## src/sv/imh_pkg.sv

```systemverilog
// Shared constants and types for the indexed min-heap block.
package imh_pkg;

  localparam int Capacity = 1024;
  localparam int NodeSpace = 1024;
  localparam int KeyBits = 32;
  localparam int NodeBits = 10;
  localparam int PosBits = $clog2(Capacity);
  localparam int CountBits = $clog2(Capacity + 1);

  typedef logic [KeyBits-1:0] key_t;
  typedef logic [NodeBits-1:0] node_t;
  typedef logic [PosBits-1:0] pos_t;
  typedef logic [CountBits-1:0] count_t;

  typedef enum logic [1:0] {
    CMD_INSERT = 2'd0,
    CMD_EXTRACT = 2'd1,
    CMD_DECREASE = 2'd2,
    CMD_QUERY = 2'd3
  } cmd_t;

  typedef enum logic [2:0] {
    ST_OK = 3'd0,
    ST_EMPTY = 3'd1,
    ST_FULL = 3'd2,
    ST_ABSENT = 3'd3,
    ST_NOT_LOWER = 3'd4,
    ST_DUPLICATE = 3'd5
  } status_t;

  // One heap slot: node id and key.
  typedef struct packed {
    node_t node;
    key_t key;
  } slot_t;

  // Position-map entry.
  typedef struct packed {
    logic valid;
    pos_t pos;
  } pmap_t;

  // Slot memory port bundle.
  typedef struct packed {
    logic we;
    pos_t waddr;
    slot_t wdata;
    pos_t raddr;
  } slot_req_t;

  typedef struct packed {
    logic we;
    node_t waddr;
    pmap_t wdata;
    node_t raddr;
  } pmap_req_t;

endpackage

```

## src/sv/imh_ctrl.sv

```systemverilog
// Command sequencer: reads, compares and swaps heap slots through the memories.
module imh_ctrl (
  input  logic                clk,
  input  logic                rst,
  input  logic                clear_busy,
  input  logic                in_valid,
  output logic                in_ready,
  input  imh_pkg::cmd_t       in_cmd,
  input  imh_pkg::node_t      in_node,
  input  imh_pkg::key_t       in_key,
  output logic                out_valid,
  input  logic                out_ready,
  output logic [131:0]        out_data,
  output imh_pkg::slot_req_t  sreq,
  input  imh_pkg::slot_t      srdata,
  output imh_pkg::pmap_req_t  preq,
  input  imh_pkg::pmap_t      prdata
);

  typedef enum logic [4:0] {
    S_IDLE, S_LOOK, S_DISPATCH, S_EXT_RD, S_EXT_WAIT, S_EXT_MOVE,
    S_DEC_RD, S_DEC_WAIT, S_DEC_CHK,
    S_UP_RD, S_UP_WAIT, S_UP_CMP, S_UP_MAP,
    S_DN_RDL, S_DN_RDR, S_DN_GETL, S_DN_GETR, S_DN_MAP,
    S_FIN_RD, S_FIN_WAIT, S_FIN_NODE, S_FIN_NWAIT, S_FIN_KWAIT, S_OUT
  } state_t;

  state_t state;
  imh_pkg::cmd_t cmd;
  imh_pkg::node_t node;
  imh_pkg::key_t key;
  imh_pkg::count_t count;
  imh_pkg::pmap_t pm;
  imh_pkg::pos_t pos;
  imh_pkg::slot_t cur;       // entry being sifted
  imh_pkg::slot_t other;     // smallest of cur and its children (sift-down)
  imh_pkg::pos_t other_pos;
  logic have_left;
  imh_pkg::status_t status;
  imh_pkg::node_t rem_node;
  imh_pkg::key_t rem_key;
  imh_pkg::slot_t root;
  logic present;
  imh_pkg::key_t nkey;

  logic [imh_pkg::CountBits:0] left_w, right_w;
  assign left_w = {1'b0, pos, 1'b1};
  assign right_w = left_w + (imh_pkg::CountBits + 1)'(1);

  assign in_ready = (state == S_IDLE) && !clear_busy;
  assign out_valid = (state == S_OUT);
  assign out_data = {nkey, present, count, root.key, root.node, (count != '0),
                     rem_key, rem_node, status};

  always_ff @(posedge clk) begin
    if (rst) begin
      state <= S_IDLE;
      count <= '0;
      sreq <= '0;
      preq <= '0;
    end else begin
      sreq.we <= 1'b0;
      preq.we <= 1'b0;
      case (state)
        S_IDLE: begin
          if (in_valid && in_ready) begin
            cmd <= in_cmd;
            node <= in_node;
            key <= in_key;
            status <= imh_pkg::ST_OK;
            rem_node <= '0;
            rem_key <= '0;
            preq.raddr <= in_node;
            state <= S_LOOK;
          end
        end
        S_LOOK: state <= S_DISPATCH;
        S_DISPATCH: begin
          pm <= prdata;
          case (cmd)
            imh_pkg::CMD_INSERT: begin
              if (prdata.valid) begin
                status <= imh_pkg::ST_DUPLICATE;
                state <= S_FIN_RD;
              end else if (count == imh_pkg::count_t'(imh_pkg::Capacity)) begin
                status <= imh_pkg::ST_FULL;
                state <= S_FIN_RD;
              end else begin
                pos <= imh_pkg::pos_t'(count);
                cur <= '{node: node, key: key};
                count <= count + 1'b1;
                state <= S_UP_RD;
              end
            end
            imh_pkg::CMD_EXTRACT: begin
              if (count == '0) begin
                status <= imh_pkg::ST_EMPTY;
                state <= S_FIN_RD;
              end else begin
                sreq.raddr <= '0;
                state <= S_EXT_RD;
              end
            end
            imh_pkg::CMD_DECREASE: begin
              if (!prdata.valid || {1'b0, prdata.pos} >= count) begin
                status <= imh_pkg::ST_ABSENT;
                state <= S_FIN_RD;
              end else begin
                sreq.raddr <= prdata.pos;
                state <= S_DEC_RD;
              end
            end
            default: state <= S_FIN_RD;
          endcase
        end
        S_EXT_RD: begin
          sreq.raddr <= imh_pkg::pos_t'(count - 1'b1);
          state <= S_EXT_WAIT;
        end
        S_EXT_WAIT: begin
          rem_node <= srdata.node;
          rem_key <= srdata.key;
          preq.we <= 1'b1;
          preq.waddr <= srdata.node;
          preq.wdata <= '0;
          count <= count - 1'b1;
          state <= S_EXT_MOVE;
        end
        S_EXT_MOVE: begin
          cur <= srdata;
          pos <= '0;
          if (count == '0) begin
            state <= S_FIN_RD;
          end else begin
            state <= S_DN_RDL;
          end
        end
        S_DEC_RD: state <= S_DEC_WAIT;
        S_DEC_WAIT: begin
          if (srdata.key < key) begin
            status <= imh_pkg::ST_NOT_LOWER;
            state <= S_FIN_RD;
          end else begin
            pos <= pm.pos;
            cur <= '{node: node, key: key};
            state <= S_UP_RD;
          end
        end
        // Sift up: compare with parent, move parent down or settle.
        S_UP_RD: begin
          if (pos == '0) begin
            sreq.we <= 1'b1;
            sreq.waddr <= pos;
            sreq.wdata <= cur;
            preq.we <= 1'b1;
            preq.waddr <= cur.node;
            preq.wdata <= '{valid: 1'b1, pos: pos};
            state <= S_FIN_RD;
          end else begin
            other_pos <= (pos - 1'b1) >> 1;
            sreq.raddr <= (pos - 1'b1) >> 1;
            state <= S_UP_WAIT;
          end
        end
        S_UP_WAIT: state <= S_UP_CMP;
        S_UP_CMP: begin
          if (srdata.key > cur.key) begin
            sreq.we <= 1'b1;
            sreq.waddr <= pos;
            sreq.wdata <= srdata;
            preq.we <= 1'b1;
            preq.waddr <= srdata.node;
            preq.wdata <= '{valid: 1'b1, pos: pos};
            pos <= other_pos;
            state <= S_UP_RD;
          end else begin
            sreq.we <= 1'b1;
            sreq.waddr <= pos;
            sreq.wdata <= cur;
            preq.we <= 1'b1;
            preq.waddr <= cur.node;
            preq.wdata <= '{valid: 1'b1, pos: pos};
            state <= S_FIN_RD;
          end
        end
        // Sift down: read children, pick smallest, move it up or settle.
        S_DN_RDL: begin
          have_left <= left_w < (imh_pkg::CountBits + 1)'(count);
          sreq.raddr <= left_w[imh_pkg::PosBits-1:0];
          state <= S_DN_RDR;
        end
        S_DN_RDR: begin
          sreq.raddr <= right_w[imh_pkg::PosBits-1:0];
          state <= S_DN_GETL;
        end
        S_DN_GETL: begin
          other <= cur;
          other_pos <= pos;
          if (have_left && srdata.key < cur.key) begin
            other <= srdata;
            other_pos <= left_w[imh_pkg::PosBits-1:0];
          end
          state <= S_DN_GETR;
        end
        S_DN_GETR: begin
          if (right_w < (imh_pkg::CountBits + 1)'(count) && srdata.key < other.key) begin
            other <= srdata;
            other_pos <= right_w[imh_pkg::PosBits-1:0];
          end
          state <= S_DN_MAP;
        end
        S_DN_MAP: begin
          sreq.we <= 1'b1;
          sreq.waddr <= pos;
          preq.we <= 1'b1;
          if (other_pos == pos) begin
            sreq.wdata <= cur;
            preq.waddr <= cur.node;
            preq.wdata <= '{valid: 1'b1, pos: pos};
            state <= S_FIN_RD;
          end else begin
            sreq.wdata <= other;
            preq.waddr <= other.node;
            preq.wdata <= '{valid: 1'b1, pos: pos};
            pos <= other_pos;
            state <= S_DN_RDL;
          end
        end
        // Gather result: root slot, then queried node's key.
        S_FIN_RD: begin
          sreq.raddr <= '0;
          preq.raddr <= node;
          state <= S_FIN_WAIT;
        end
        S_FIN_WAIT: state <= S_FIN_NODE;
        S_FIN_NODE: begin
          root <= (count == '0) ? '0 : srdata;
          present <= prdata.valid && ({1'b0, prdata.pos} < count);
          sreq.raddr <= prdata.pos;
          state <= S_FIN_NWAIT;
        end
        S_FIN_NWAIT: state <= S_FIN_KWAIT;
        S_FIN_KWAIT: begin
          nkey <= present ? srdata.key : '0;
          state <= S_OUT;
        end
        S_OUT: begin
          if (out_ready) begin
            state <= S_IDLE;
          end
        end
        default: state <= S_IDLE;
      endcase
    end
  end

endmodule

```

## config.mk

```make
export PLATFORM = sky130hd
export DESIGN_NAME = imh_ctrl
export DESIGN_NICKNAME = d
export VERILOG_FILES = /design/src/sv/imh_pkg.sv /design/src/sv/imh_ctrl.sv
export SDC_FILE = /design/constraint.sdc
export NUM_CORES = 1
export LEC_CHECK = 0
export ABC_AREA = 1
export BUFFER_PORTS_ARGS = -buffer_cell sky130_fd_sc_hd__buf_2
export CORE_AREA = 2 2 189 191
export CTS_BUF_LIST = sky130_fd_sc_hd__clkbuf_8
export CTS_CLUSTER_SIZE = 40
export DETAILED_ROUTE_END_ITERATION = 12
export DIE_AREA = 0 0 191 193
export HOLD_SLACK_MARGIN = 0.1
export PLACE_DENSITY_LB_ADDON = 0.2
export SKIP_LAST_GASP = 1
export SYNTH_ARGS = -nofsm -noshare
export SYNTH_HDL_FRONTEND = slang
export SYNTH_SLANG_ARGS = --single-unit
```

## constraint.sdc

```tcl
create_clock -name clk -period 5.4 [get_ports clk]
set_input_delay 0.54 -clock clk [delete_from_list [all_inputs] [get_ports clk]]
set_output_delay 0.54 -clock clk [all_outputs]
set_load 0.005 [all_outputs]
```

==> results of run 1 <==
[placed cells by master, fill, tap and decap left out, drive strengths merged, types with 32 or more instances in the layout]
cell type    count
ha             133
edfxtp         279
o21ai          233
a31oi           51
inv            359
a21oi          126
buf            350
dlygate4sd3     32
clkbuf          77
dfxtp          111
nand2          476
nor2           210
nand3           92
[final timing paths]
kind / slack (ns) / cells past startpoint / startpoint / end
worst max-delay path: 1.49 / 14 / pos[3] / other[16]
worst min-delay path: 0.13 / 1 / in_key[1] / key[1]
worst min register to register: 0.46 / 2 / sreq[53] / sreq[53]
worst max register to register: 1.49 / 14 / pos[3] / other[16]
[layout make-up]
| class | instances | area (µm²) |
|---|---|---|
| clock inverter | 42 | 251 |
| fill | 2831 | 11100 |
| inverter | 344 | 1290 |
| timing repair buffer | 382 | 2120 |
| sequential | 390 | 10600 |
| clock buffer | 77 | 1060 |
| multi-input combinational | 1453 | 7950 |
| antenna | 1 | 2.50 |
| tap | 461 | 577 |
[what timing repair did]
item                                   4_1_cts  5_1_grt
hold buffers                                32        0
buffers inserted                             0        0
endpoints found under the hold margin       32        0
[layer usage]
metal / GRT usage (%) / up-vias
met5: 0 / -
met4: 14.3 / 0
met3: 6.05 / 155
met2: 53.6 / 909
met1: 42.7 / 8277
li1: - / 8345
[state kept, by name, summed over array words and instances, names as in the netlist, 11 cells and up]
register  cells
nkey         32
key          32
preq         32
out_data     42
rem_key      32
count        11
sreq         63
cur          42
other        42
[through the flow]
| stage | hold slack (ns) | setup WS [ns] | cells |
|---|---|---|---|
| floorplan | 0.457 | 0.860 | 2282 |
| global placement | 0.448 | 1.62 | 2998 |
| detailed placement | 0.450 | 1.55 | 2998 |
| CTS | 0.106 | 1.54 | 3149 |
| global route | 0.114 | 1.24 | 3149 |
| finish | 0.134 | 1.49 | 3150 |
[worst max-delay path: cells and delay by family (launching register included)]
family,cells,cell delay (ns)
AND/OR/NAND/NOR,6,0.90
buffers and inverters,3,0.74
adder cells (fa/ha/maj),1,0.17
XOR/XNOR,1,0.19
AO/OA/AOI/OAI,3,0.94
flip-flops,1,0.62
[power by group through the flow]
stage	clock network, mW	registers (mW)	logic, mW
floorplan	0	3.98	1.45
global placement	0	3.99	2.26
detailed placement	0	4.00	2.31
CTS	2.68	3.94	2.34
global route	2.81	3.98	2.64
finish	2.65	3.95	2.36
[logic make-up after synthesis]
group | after synthesis
AND/OR/NAND/NOR | 827
adder cells (fa/ha/maj) | 133
XOR/XNOR | 32
AO/OA/AOI/OAI | 461
flip-flops | 390
buffers and inverters | 439
==> run metrics, run 1 <==
met3 wire len ~5.1 mm; DR WL/cell slightly below 20 µm; Comb pwr share a little over a quarter; Max clock buf depth 3; Crit Path Max Fanout 24; clock root buffer clkbuf_8; Final HPWL DP approximately 44 mm; Post-synth EDFFs approximately 280; multiplexer share of the synthesized area 0%; GP Congestion slightly below 1; Die Width approximately 190 µm; Synth Flop Type edfxtp_1; endpoint class of the critical path flip-flop; Final Max Slew Viols 0; average size of a mapped cell approximately 8.9 µm²; Slew @ Worst Pin around 1.2 ns; Top Ports 331; Async S/R FF share, synth 0%; Area contributors post-synth edfxtp_1, dfxtp_1, nand2_1; Worst path slowest cell edfxtp_1; Hold Vio Cnt, Final 0; total power approximately 9.0 mW; status finished, final reports clean; H-tree levels 3; largest net degree at the start of global routing 80; later-pin clock latency in the skew report approximately 0.63 ns; YS warnings 0; site row count approximately 70; area grow syn2layout 18.1%; vias in the first global route around 17000; die area roughly 0.037 mm²; main combinational cell family by area after synthesis simple AND/OR/NAND/NOR gates; met2 wire length 28.6 mm; area share of the largest cell type after synthesis 41.5%; DRT antenna net count 0; 1st-pass router iterations 5; Net Sw Frac between 30% and 40%; fin nets ~2900; Initial Util between 50% and 60%; relative slew slack 21.0%; DRT met1 WL between 20 and 25 mm; final WL between 60 and 70 mm; Internal Power between 5 and 6 mW; Placed Area about 0.022 mm²; Synth top cells by count nand2_1, inv_1, edfxtp_1; Peak Freq between 0.2 and 0.3 GHz; Critical Path Start Type flip-flop; post_cts resized 0; total of max-cap violations 0; core outline area ~0.035 mm²; Netlist cell types 53; Final Cell Area roughly 0.024 mm²; pwr/cell area between 300 and 400 mW/mm²; max incr delay on CP between 0.6 and 0.7 ns; Compound-Gate Fraction of Synth Area 12.5%; worst path cell trace inv_1 > nor2_1 > nand4_1 > nor3_1 > xor2_1 > inv_1 > ha_1 > a211o_1 > a21oi_1 > nand3_1 > nor2_1 > nand2_1 > a21oi_4 > buf_4; Mapped Cells 2282; vias post-DR 17700; simple-gate share of the synthesized area 16.8%; Clock transition at path regs approximately 0.060 ns; Clock power frac ~30%; DRC viols 0; DR vias/cell roughly 5.6; Die Y slightly below 200 µm; Yosys reg bits 390; CTS tree yes; worst vdd ir ~0.29 mV; Synth Area in Adders ~8.2%; Final Util 68.2%; clk sinks about 400; register area share after synthesis 52.5%; layout cells sized above 1 18.7%; Final setup viols 0; Tot GR Track Use between 30% and 40%; grt total ovfl 0; 1st-iter DRT viols about 1500; Setup TNS 0 ns; Final min period about 3.9 ns; initial antenna violation count 0; RSZ-0062 raised after global routing no; fin crit share between 70% and 80%; area leader, netlist edfxtp_1; global-route wire length before repair between 90 and 100 mm; Post-Synth XOR/XNOR Area about 1.4%; CP arrival between 4 and 5 ns; Worst Skew ~0.043 ns; Leak Pwr about 11 nW; Seq pwr share ~44%; Num CTS Buffers 66; CP Data Required Time between 5 and 6 ns; Post-Syn Area 0.0202 mm²; most common cell in the netlist nand2_1; I/O Buffers 330; Synth Net Count between 2000 and 3000; switching power ~3.0 mW; WS Path Type flip-flop to flip-flop; Hold WC Path Type input port to flip-flop; Top Metal Used met4
Note: power is estimated with default switching activity, not from simulation.
==> run 2, diff against run 1 <==
--- a/config.mk
+++ b/config.mk
@@ -7,11 +7,11 @@
 export LEC_CHECK = 0
 export ABC_AREA = 1
 export BUFFER_PORTS_ARGS = -buffer_cell sky130_fd_sc_hd__buf_2
-export CORE_AREA = 2 2 189 191
+export CORE_AREA = 2 2 199 201
 export CTS_BUF_LIST = sky130_fd_sc_hd__clkbuf_8
 export CTS_CLUSTER_SIZE = 40
 export DETAILED_ROUTE_END_ITERATION = 12
-export DIE_AREA = 0 0 191 193
+export DIE_AREA = 0 0 201 203
 export HOLD_SLACK_MARGIN = 0.1
 export PLACE_DENSITY_LB_ADDON = 0.2
 export SKIP_LAST_GASP = 1
==> constraint.sdc (replaced) <==
create_clock -name clk -period 3.6 [get_ports clk]
set_input_delay 0.36 -clock clk [delete_from_list [all_inputs] [get_ports clk]]
set_output_delay 0.36 -clock clk [all_outputs]
set_load 0.005 [all_outputs]
==> run 2 against run 1 <==
Against the previous run: critical path depth grew 1; design area grew 3.0%; total power is 51% higher; clock skew down 0.012 ns; hold slack improved by 0.019 ns; critical endpoint is now other[41]; largest cell class unchanged.
==> run metrics, run 2 (synthesis gave the netlist of run 1 again) <==
Initial Util a little over half; commonest non-fill, non-tap cell in the layout nand2_1; Worst Skew slightly above 0.03 ns; 1st-iter DRT viols 1414; worst hold slack 0.153 ns; I/O Buffers between 300 and 400; worst path cell trace ha_1 > nand3_1 > nor2_1 > xor2_1 > ha_1 > nand2_1 > nor2_1 > a211oi_1 > nand2_1 > nand3_1 > a21boi_0 > nor2_1 > nand2_1 > a21oi_4 > buf_12; Layout Cells excl Fill 3270; worst path bufs/invs 1; Seq pwr share between 40 and 50%; Slew @ Worst Pin between 0.9 and 1 ns; Inst Count DP roughly 3000; GRT Max-Usage Layer met2; later-pin clock latency in the skew report ~0.61 ns; global-route wire length before repair 95.6 mm; vias in the first global route around 17000; pwr/cell area 549 mW/mm²; final WL 61.9 mm; Hold WC Path Type input port to flip-flop; status finished, final reports clean; area grow syn2layout 21.7%; grt total ovfl 0; Setup TNS 0 ns; GP Congestion around 0.9; Sequential Area ~0.011 mm²; CTS tree yes; Final Util approximately 64%; Final setup viols 0; Worst path slowest cell edfxtp_1; met2 GRT Util approximately half; Leak Pwr 11.6 nW; Internal Power approximately 9.0 mW; total of max-cap violations 0; H-tree levels 3; Hold Vio Cnt, Final 0; worst vdd ir between 0.4 and 0.5 mV; Net Sw Frac ~34%; WS Path Type flip-flop to flip-flop; Die Y slightly above 200 µm; Filler cells ~3200; post_cts resized 0; core outline area between 0.03 and 0.04 mm²; fin nets a little under 3000; relative slew slack 37.2%; clk sinks 390; Clock transition at path regs approximately 0.060 ns; Largest register FFs 63; die area between 0.04 and 0.05 mm²; 1st-pass router iterations 5; DR WL/cell between 15 and 20 µm; hold buffers post-CTS between 70 and 80; Num CTS Buffers approximately 70; Critical Path Start Type flip-flop; Crit Path Max Fanout 42; Peak Freq roughly 0.31 GHz; Top Ports approximately 330; Comb pwr share between 20% and 30%; Setup Buffers After CTS 0; GR Layer Usage met1 roughly two fifths; Max clock buf depth 3; DRC viols 0; clock root buffer clkbuf_8; crit-path leading delay family simple AND/OR/NAND/NOR gates; site row count 72; largest net degree at the start of global routing 89; fin crit share between 80% and 90%; crit path launch pos[0]; endpoint class of the critical path flip-flop; total power roughly 13 mW; multi-input combinational cell area 0.00794 mm²; CP Data Required Time around 3.9 ns; Final Max Slew Viols 0; CP arrival 3.48 ns; Die Width between 200 and 250 µm; R2R Path Start pos[0]; largest reg by FF count sreq; RSZ-0062 raised after global routing no; Final HPWL DP 44.8 mm; initial antenna violation count 2; layout cells sized above 1 a little under a fifth; switching power between 4 and 5 mW; Final min period 3.22 ns; met3 Resource Use GR under 10%; DR vias/cell 5.43; Clock power frac 28.9%; most frequent cells in the layout nand2_1, inv_1, buf_2; vias post-DR about 18000; Tot GR Track Use between 30% and 40%; hold path startpoint srdata[20]; DRT antenna net count 0; max incr delay on CP 0.53 ns
[run 2: tightest hold or removal path, cell delays in order]
cell and delay [ns]:
buf_2 0.17, nand2_1 0.08, a31oi_1 0.08
[run 2: final timing paths]
path,endpoint,slack (ns),depth (start not counted)
setup / recovery,other[41],0.38,15
hold / removal,sreq[30],0.15,3
setup reg to reg,other[41],0.38,15
hold reg to reg,preq[19],0.46,2
[run 2: metrics by stage]
stage / setup WS [ns] / instance area, µm²
floorplan: 0.220 / 20200
global placement: 0.506 / 22500
global route: 0.136 / 24600
finish: 0.382 / 24600
CTS: 0.412 / 24600
detailed placement: 0.451 / 22500
[run 2: power groups by stage]
stage	registers, mW	clock network, mW	logic (mW)
after floorplan	5.96	0	2.18
after global placement	5.98	0	3.49
after detailed placement	5.99	0	3.56
after CTS	5.90	3.98	3.65
after global routing	5.97	4.16	4.08
final	5.91	3.90	3.68
[run 2: final cells by class]
cell class / instances / area share [%]
flip-flops and latches: 390 / 43.1
multi-input cells: 1453 / 32.3
repair buffers: 447 / 11.3
inverters: 344 / 5.26
clock buffers: 83 / 4.65
well taps: 518 / 2.64
clock inverters: 33 / 0.636
diodes: 2 / 0.0204
[run 2: metal layers]
layer / part of all wire, % / routed length, µm
met5: 0 / 0
met3: 6.9 / 4250
met1: 41 / 25600
met2: 48 / 29500
met4: 4.0 / 2480
==> run 3, diff against run 2 <==
--- a/config.mk
+++ b/config.mk
@@ -5,13 +5,13 @@
 export SDC_FILE = /design/constraint.sdc
 export NUM_CORES = 1
 export LEC_CHECK = 0
-export ABC_AREA = 1
+export ABC_AREA = 0
 export BUFFER_PORTS_ARGS = -buffer_cell sky130_fd_sc_hd__buf_2
-export CORE_AREA = 2 2 199 201
+export CORE_AREA = 2 2 197 199
 export CTS_BUF_LIST = sky130_fd_sc_hd__clkbuf_8
 export CTS_CLUSTER_SIZE = 40
 export DETAILED_ROUTE_END_ITERATION = 12
-export DIE_AREA = 0 0 201 203
+export DIE_AREA = 0 0 199 201
 export HOLD_SLACK_MARGIN = 0.1
 export PLACE_DENSITY_LB_ADDON = 0.2
 export SKIP_LAST_GASP = 1
==> run 3 against run 2 <==
Against the previous run: sequential share of layout area is 0.44 points higher; combinational power is 56% higher; cell count is 14% lower; via count is 8.6% lower; largest power group unchanged; sequential power is 3% higher; critical path type unchanged; core utilization hardly changed.
==> run metrics, run 3 <==
status finished, final reports clean; I/O Buffers 330; Final min period approximately 3.4 ns; site row count 72; most frequent cells in the layout buf_2, edfxtp_1, inv_1; later-pin clock latency in the skew report roughly 0.63 ns; hold path startpoint srdata[11]; GP Congestion around 0.95; Die Y about 200 µm; YS warnings 0; Final setup viols 0; Comb pwr share a little over a third; Clock power frac roughly a quarter; pwr/cell area around 650 mW/mm²; Critical Path Start Type flip-flop; worst reg-to-reg path cell count 13; area share of the largest cell type after synthesis a little over two fifths; Tot GR Track Use between 20 and 30%; Top Ports 331; hold path depth 3; Placed Area 0.0224 mm²; Top cell by count, worst path ha_1; RSZ-0062 raised after global routing no; final WL between 50 and 60 mm; total of max-cap violations 0; fin nets about 2500; worst setup margin between 0.15 and 0.2 ns; Num CTS Buffers slightly below 70; commonest non-fill, non-tap cell in the layout buf_2; total power approximately 16 mW; R2R Path Start pos[0]; Hold WC Path Type input port to flip-flop; Worst Skew 0.0313 ns; hold endpoint other[11]; Synth top cells by count edfxtp_1, nand2_1, ha_1; grt total ovfl 0; Die Width 199 µm; Slew @ Worst Pin 1.19 ns; Final HPWL DP approximately 42 mm; endpoint class of the critical path flip-flop; layout cells sized above 1 about 25%; largest reg by FF count sreq; Critical R2R Capture other[32]; Worst path slowest cell edfxtp_1; vias post-DR around 16000; FF-to-FF setup slack 0.18 ns; WS Path Type flip-flop to flip-flop; area grow syn2layout 22.8%; Hold Vio Cnt, Final 0; Final Cell Area ~0.024 mm²; crit-path leading delay family compound AO/OA/AOI/OAI gates; CP Data Required Time slightly below 4 ns; area leader, netlist edfxtp_1; Yosys reg bits between 300 and 400; Initial Util 52.0%; Netlist cell types 70; 1st-pass router iterations 6; initial antenna violation count 2; relative slew slack between 20% and 30%; Post-synth EDFFs between 200 and 300; Seq pwr share between 30% and 40%; global-route wire length before repair 91.0 mm; Mapped Cells 1820; Synth Flop Type edfxtp_1; worst path cell trace ha_1 > and3_4 > nand3_2 > xor2_1 > inv_1 > ha_1 > a21o_1 > a2111oi_2 > o311a_1 > o21ai_1 > a211o_1 > o22ai_4 > buf_12; DRC viols 0; Net Sw Frac roughly 36%; Crit Path Max Fanout 42; 1st-iter DRT viols roughly 1300; Peak Freq just under 0.3 GHz; CP arrival between 3 and 4 ns; H-tree levels 3; clk sinks ~400; Post-Syn Area roughly 0.020 mm²; pre-CTS WS ~0.21 ns; largest net degree at the start of global routing roughly 70; die area ~0.04 mm²; Final Max Slew Viols 0; most common cell in the netlist edfxtp_1; Area contributors post-synth edfxtp_1, dfxtp_1, ha_1; worst vdd ir a little over 0.9 mV; DR vias/cell between 5 and 6; Async S/R FF share, synth 0%; Filler cells 3092; Setup Buffers After CTS 0; clock root buffer clkbuf_8; Internal Power 10.1 mW; switching power roughly 5.8 mW; CTS tree yes; average size of a mapped cell about 11 µm²; worst hold slack about 0.14 ns; worst path bufs/invs 2; Max clock buf depth 3; Leak Pwr around 10 nW; max incr delay on CP 0.43 ns; fin crit share between 90% and 100%; register area share after synthesis between 50 and 60%; Clock transition at path regs around 0.060 ns; Largest register FFs 63; Synth Net Count 2055; DRT antenna net count 0; core outline area 0.0381 mm²; vias in the first global route approximately 16000; DR WL/cell ~21 µm
## run 3: logic make-up (layout without fill, tap and decap cells)
kind of cell    count (synthesis)  in the layout  share of synthesized area, %
other cells                     0              3                             0
fa+ha+maj                     133            133                          8.40
mux                            70             70                          4.02
simple gates                  549            549                          13.8
buf+inv                       236            716                          4.76
compound gates                400            400                          13.7
flops                         390            390                          53.5
xor+xnor                       42             42                          1.86
## run 3: layer usage
layer | GRT usage (%) | vias up | wire, µm
li1 | - | 7577 | -
met1 | 39.5 | 7890 | 25300
met2 | 48.6 | 635 | 28500
met3 | 5.29 | 120 | 4140
met4 | 12.2 | 0 | 1960
met5 | 0 | - | 0
## run 3: per-stage QoR
step                      utilization, %  TNS (ns)  cells
after CTS                           63.8         0   2818
after global placement              58.8         0   2635
after global routing                63.8         0   2819
final                               63.8         0   2821
after detailed placement            58.8         0   2635
after floorplan                        -     -1.52   1820
## run 3: layout make-up
type                            instances  area [µm²]  share of cell area (%)
Antenna cell                            3        7.51                  0.0309
Clock buffer                           79        1090                    4.47
Clock inverter                         45         243                   0.998
Inverter                              130         488                    2.01
Multi-Input combinational cell       1194        8400                    34.5
Sequential cell                       390       10600                    43.6
Tap cell                              518         648                    2.66
Timing Repair Buffer                  462        2860                    11.7
## run 3: worst max path at each step
stage | from | slack [ns] | to | cells after the start
2_1_floorplan | pos[4] | -0.04 | other[0] | 13
3_3_place_gp | srdata[15] | 0.29 | pos[0] | 10
3_5_place_dp | pos[0] | 0.21 | other[36] | 13
4_1_cts | count[0] | 0.05 | out_data[45] | 7
5_1_grt | pos[0] | 0.01 | other[32] | 13
6_report | pos[0] | 0.18 | other[32] | 13
## run 3: power by group through the flow
stage               sequential [mW]  combinational, mW  clock [mW]
global placement               6.18               5.46           0
finish                         6.11               5.74        4.01
detailed placement             6.20               5.60           0
floorplan                      6.12               3.48           0
CTS                            6.11               5.68        4.06
global route                   6.17               6.30        4.27
## run 3: worst reg2reg max path, delay by kind of cell (launching register included)
| family | cells | cell delay (ns) |
|---|---|---|
| AO/OA/AOI/OAI | 6 | 1.27 |
| adder cells (fa/ha/maj) | 2 | 0.57 |
| XOR/XNOR | 1 | 0.18 |
| flip-flops | 1 | 0.43 |
| buffers and inverters | 2 | 0.37 |
| AND/OR/NAND/NOR | 2 | 0.23 |
## run 3: repair_timing
action,in CTS,in global routing
hold endpoints to repair,67,0
gates resized for setup,0,1
setup endpoints to repair,0,1
hold buffers,59,0
